File: config.mk
export PLATFORM = sky130hd
export DESIGN_NAME = rfwds_front
export DESIGN_NICKNAME = d
export VERILOG_FILES = /design/src/hdl/rfwds_pkg.sv /design/src/hdl/rfwds_front.sv
export SDC_FILE = /design/constraint.sdc
export NUM_CORES = 1
export LEC_CHECK = 0
export BUFFER_PORTS_ARGS = -buffer_cell sky130_fd_sc_hd__buf_2
export CAP_MARGIN = 20
export CORE_ASPECT_RATIO = 0.5
export CORE_MARGIN = 2
export CORE_UTILIZATION = 47
export DETAILED_ROUTE_END_ITERATION = 8
export PLACE_DENSITY = 0.76
export SKIP_LAST_GASP = 1
export SLEW_MARGIN = 20
export SYNTH_ARGS = -nofsm -noshare
export SYNTH_HDL_FRONTEND = slang
export SYNTH_SLANG_ARGS = --single-unit
export TNS_END_PERCENT = 1
File: constraint.sdc
create_clock -name clk -period 3.84 [get_ports clk]
set_clock_uncertainty 0.2 [all_clocks]
set_input_delay 0.576 -clock clk [delete_from_list [all_inputs] [get_ports clk]]
set_output_delay 0.576 -clock clk [all_outputs]
set_load 0.02 [all_outputs]
File: src/hdl/rfwds_pkg.sv
// Shared types and constants for the read-first write-deadline scheduler.
// No dependencies; imported by every module of the block.
package rfwds_pkg;

  localparam int READ_DEPTH_DEF      = 32;
  localparam int WRITE_DEPTH_DEF     = 32;
  localparam int MAX_BUNDLE_SCAN_DEF = 5;

  localparam int SECTOR_W = 48;
  localparam int TAG_W    = 8;
  localparam int TIME_W   = 32;

  localparam logic [15:0] EXPIRY_RST     = 16'd125;
  localparam logic [4:0]  REGION_RST     = 5'd13;
  localparam logic        BUNDLE_EN_RST  = 1'b1;
  localparam logic [2:0]  BUNDLE_LIM_RST = 3'd5;

  typedef enum logic [1:0] {
    CMD_ADD      = 2'd0,
    CMD_DISPATCH = 2'd1,
    CMD_TICK     = 2'd2,
    CMD_NONE     = 2'd3
  } cmd_t;

  typedef enum logic [1:0] {
    KIND_READ  = 2'd0,
    KIND_WRITE = 2'd1,
    KIND_EMPTY = 2'd2,
    KIND_FULL  = 2'd3
  } kind_t;

  typedef enum logic [1:0] {
    CFG_EXPIRY     = 2'd0,
    CFG_REGION     = 2'd1,
    CFG_BUNDLE_EN  = 2'd2,
    CFG_BUNDLE_LIM = 2'd3
  } cfg_idx_t;

  typedef enum logic [1:0] {
    OP_ADD,
    OP_DISPATCH,
    OP_TICK
  } op_t;

  typedef enum logic [2:0] {
    S_IDLE,
    S_DECIDE,
    S_SCAN_RD,
    S_SCAN_CK,
    S_EMIT_HEAD,
    S_EMIT_BUF,
    S_WB
  } back_state_t;

  typedef struct packed {
    logic [1:0]          cmd;
    logic                is_write;
    logic [SECTOR_W-1:0] sector;
    logic [TAG_W-1:0]    tag;
  } in_beat_t;

  typedef struct packed {
    kind_t               kind;
    logic [TAG_W-1:0]    out_tag;
    logic [SECTOR_W-1:0] out_sector;
    logic                last;
  } out_beat_t;

  typedef struct packed {
    op_t                 op;
    logic                is_write;
    logic [SECTOR_W-1:0] sector;
    logic [TAG_W-1:0]    tag;
  } op_beat_t;

  typedef struct packed {
    logic [15:0] expiry;
    logic [4:0]  region;
    logic        bundle_en;
    logic [2:0]  bundle_lim;
  } cfg_t;

  typedef struct packed {
    logic [SECTOR_W-1:0] sector;
    logic [TAG_W-1:0]    tag;
  } rq_entry_t;

  typedef struct packed {
    logic [SECTOR_W-1:0] sector;
    logic [TAG_W-1:0]    tag;
    logic [TIME_W-1:0]   deadline;
  } wq_entry_t;

endpackage

File: src/hdl/rfwds_front.sv
// Front end: accepts input beats, decodes the command, drops unused ones and queues ops.
// Depends on rfwds_pkg.
module rfwds_front import rfwds_pkg::*; (
  input  logic     clk,
  input  logic     rst_n,
  input  logic     in_valid,
  output logic     in_ready,
  input  in_beat_t in_data,
  output logic     op_valid,
  input  logic     op_ready,
  output op_beat_t op_data
);

  op_beat_t   q_mem [2];
  logic       wp_r, wp_nxt, rp_r, rp_nxt;
  logic [1:0] cnt_r, cnt_nxt;
  logic       push, pop, keep;
  op_beat_t   cls;

  assign in_ready = (cnt_r != 2'd2);
  assign op_valid = (cnt_r != 2'd0);
  assign op_data  = q_mem[rp_r];

  always_comb begin
    cls.is_write = in_data.is_write;
    cls.sector   = in_data.sector;
    cls.tag      = in_data.tag;
    keep         = 1'b1;
    case (cmd_t'(in_data.cmd))
      CMD_ADD:      cls.op = OP_ADD;
      CMD_DISPATCH: cls.op = OP_DISPATCH;
      CMD_TICK:     cls.op = OP_TICK;
      default: begin
        cls.op = OP_TICK;
        keep   = 1'b0;
      end
    endcase
  end

  assign push = in_valid && in_ready && keep;
  assign pop  = op_valid && op_ready;

  always_comb begin
    wp_nxt  = push ? ~wp_r : wp_r;
    rp_nxt  = pop ? ~rp_r : rp_r;
    cnt_nxt = cnt_r + {1'b0, push} - {1'b0, pop};
  end

  always_ff @(posedge clk) begin
    if (!rst_n) begin
      wp_r  <= 1'b0;
      rp_r  <= 1'b0;
      cnt_r <= 2'd0;
    end else begin
      wp_r  <= wp_nxt;
      rp_r  <= rp_nxt;
      cnt_r <= cnt_nxt;
    end
  end

  always_ff @(posedge clk) begin
    if (push) begin
      q_mem[wp_r] <= cls;
    end
  end

endmodule

==> key figures <==
Detailed routing
  – TritonRoute pass-1 iters: 4
  – Avg WL per Cell: approximately 17 um
  – DRT Wirelength: around 8.4 mm
  – Iteration-0 DRC Markers: 104
  – # DRC: 0
  – Vias: 2406
  – Final antenna-violating net count: 0
  – Via-to-Cell Ratio: 4.79

Floorplan
  – Rows: 25
  – Die Height: 73.8 um
  – Chip width: 144 um
  – Die area: around 0.011 mm^2
  – Core area: 0.00945 mm^2
  – Starting density of the core: 0.485
  – I/O Pins: 124

Run status
  – Status: finished, final reports clean

STA
  – RSZ-0062 raised after global routing: false
  – Tightest Pin Transition: 769 ps
  – Relative slew slack: 0.488
  – Min Hold Slack: around 160 ps
  – Endpoints failing hold: 0
  – Minimum clock period: between 2000 and 3000 ps
  – Tcrit/Tclk final: 0.742
  – Final TNS setup: 0 ps
  – Final setup fails: 0
  – Fmax achieved: 351 MHz
  – Setup slack after layout: about 990 ps
  – Max-slew violation count: 0

Worst setup path
  – RR Endpoint: q_mem[1][3]$_DFFE_PP_
  – Critical Path End Type: output pin
  – CP Max Fanout: 32
  – CP Class: flip-flop to output pin
  – Worst flop-to-flop path startpoint: cnt_r[0]$_SDFF_PN0_
  – Worst Reg2Reg Path Length in Cells: 3
  – Critical Path RT: a little over 3000 ps
  – CP Data Arrival Time: 2070 ps
  – R2R setup slack: 1750 ps
  – CP startpoint kind: flip-flop

Final layout
  – Most common cell after layout, fill and taps aside: buf_2
  – Commonest cells after routing, fill and taps aside: buf_2 (123), edfxtp_1 (118), mux2_2 (49)
  – Final instance area: 0.00599 mm^2
  – ANT cells: 0
  – Filler cells: 678
  – Layout area overhead: 30.7%
  – Layout cells sized above 1: 0.605
  – Non-Filler Instances: around 500
  – Fin util: 0.634
  – Final Net Count: 418

Synth
  – Area of the mapped netlist: ~0.0046 mm^2
  – Yosys warning count: 0
  – Seq/Total Area, Yosys: 0.795
  – Syn_area_per_cell: 21.1 um^2
  – Syn_nets: 281
  – EDFF count, synth: 118
  – Seq cells post-synth: 123
  – Syn Inst Count: 217
  – Unique masters post-synth: 25
  – Primary FF master, synth: edfxtp_1
  – Ys async rst share: 0

Power and ir drop
  – Peak VDD IR: 0.402 mV
  – Switch share: 0.260
  – Internal power: 3.03 mW
  – Switching power: around 1.1 mW
  – Sequential power share: 0.413
  – Pleak: 2.26 nW
  – Pwr per Cell Area: between 600 and 700 mW/mm^2
  – Clock power share: 0.402
  – Comb pwr share: 0.185
  – Final Total Pwr: 4.10 mW

Placed design
  – Detailed placer's ending HPWL: 5.37 mm
  – Placed Area: ~0.0054 mm^2
  – Dpl cells: 470
  – Routability Congestion: about 0.69
  – Pre-CTS WS: ~1400 ps
  – Count of input and output buffers: 123

Clock tree
  – TritonCTS clock tree: yes
  – Setup bufs post-CTS: 0
  – CTS Hold Bufs: 0
  – Sink Count: 123
  – Post-cts sizing count: 0
  – Deepest clock path buffer count: 2
  – Clk root buf: clkbuf_16
  – TritonCTS Buffers: 17
  – Worst-path clk slew: 60 ps
  – H-tree depth: 4
  – Clk_lat worst skew: 400 ps

Min path
  – Hold crit path type: input port to flip-flop
  – Hold EP: q_mem[0][32]$_DFFE_PP_
  – Worst Hold Launch: in_data[32]
  – WHS Path Cells: 1

Global routing
  – Total global routing overflow: 0
  – Tot GR Track Use: 0.167
  – Vias in the first global route: 2631
  – Largest net degree at the start of global routing: 60
  – Initial antenna violation count: 0
  – First-pass GRT wire length: ~13 mm

Run
  – Max_cap viols: 0
-- worst max path at each step --
| stage | startpoint | to | cells past startpoint |
|---|---|---|---|
| finish | flip-flop | op_data[47] | 3 |
| global route | flip-flop | op_data[47] | 3 |
| CTS | flip-flop | op_data[58] | 3 |
| detailed placement | in_data[58] | q_mem[1][3]$_DFFE_PP_ | 4 |
| global placement | flip-flop | op_data[1] | 3 |
| floorplan | in_valid | q_mem[0][0]$_DFFE_PP_ | 3 |
-- layout make-up --
type,count,area [um^2],area share
clock buffers,17,425,0.0710
clock inverters,15,200,0.0334
multi-input cells,86,886,0.148
flip-flops and latches,123,3640,0.609
well taps,135,169,0.0282
repair buffers,126,663,0.111
-- worst max-delay path, stage by stage, from the launching register on --
cell     delay [ps]
dfxtp_2         820
buf_12          290
mux2_2          360
buf_2           160
-- logic make-up after synthesis --
logic type,share of synthesized area
AOI/OAI and AO/OA,0.00737
xor gates and xnor gates,0.00382
adders and majority gates,0.00273
buffers and inverters,0.0134
DFF,0.795
muxes,0.155
and+or+nand+nor,0.0221
-- synthesized netlist by cell type, types with 2 or more instances --
cell type	number	area (um^2)
edfxtp_1	118	3540
mux2_4	10	150
and2_1	4	25.0
nand2b_1	2	12.5
dfxtp_1	5	100
buf_2	4	20.0
xnor2_1	2	17.5
nand2_1	4	15.0
nor2_1	2	7.51
mux2_2	49	552
buf_6	2	22.5
a21oi_1	2	10.0
-- sequential cells by signal, summed over array words and instances, names as in the netlist, named ones only --
name,cells
q_mem,118
cnt_r,2
rp_r,1
wp_r,1
-- per-layer routing --
| metal | vias to the layer above | GRT usage | part of all wire |
|---|---|---|---|
| li1 | 1123 | - | - |
| met2 | 71 | 0.298 | 0.55 |
| met1 | 1193 | 0.172 | 0.38 |
| met4 | 0 | 0.101 | 0.031 |
| met3 | 19 | 0.0606 | 0.038 |
| met5 | - | 0 | 0 |
-- power by group through the flow --
stage          combinational (mW)  clock (mW)  sequential [mW]
3_5_place_dp                0.762           0             1.72
3_3_place_gp                0.746           0             1.71
2_1_floorplan               0.569           0             1.67
4_1_cts                     0.768        1.68             1.69
6_report                    0.757        1.65             1.69
5_1_grt                     0.809        1.74             1.70
Note: power is estimated with default switching activity, not from simulation.
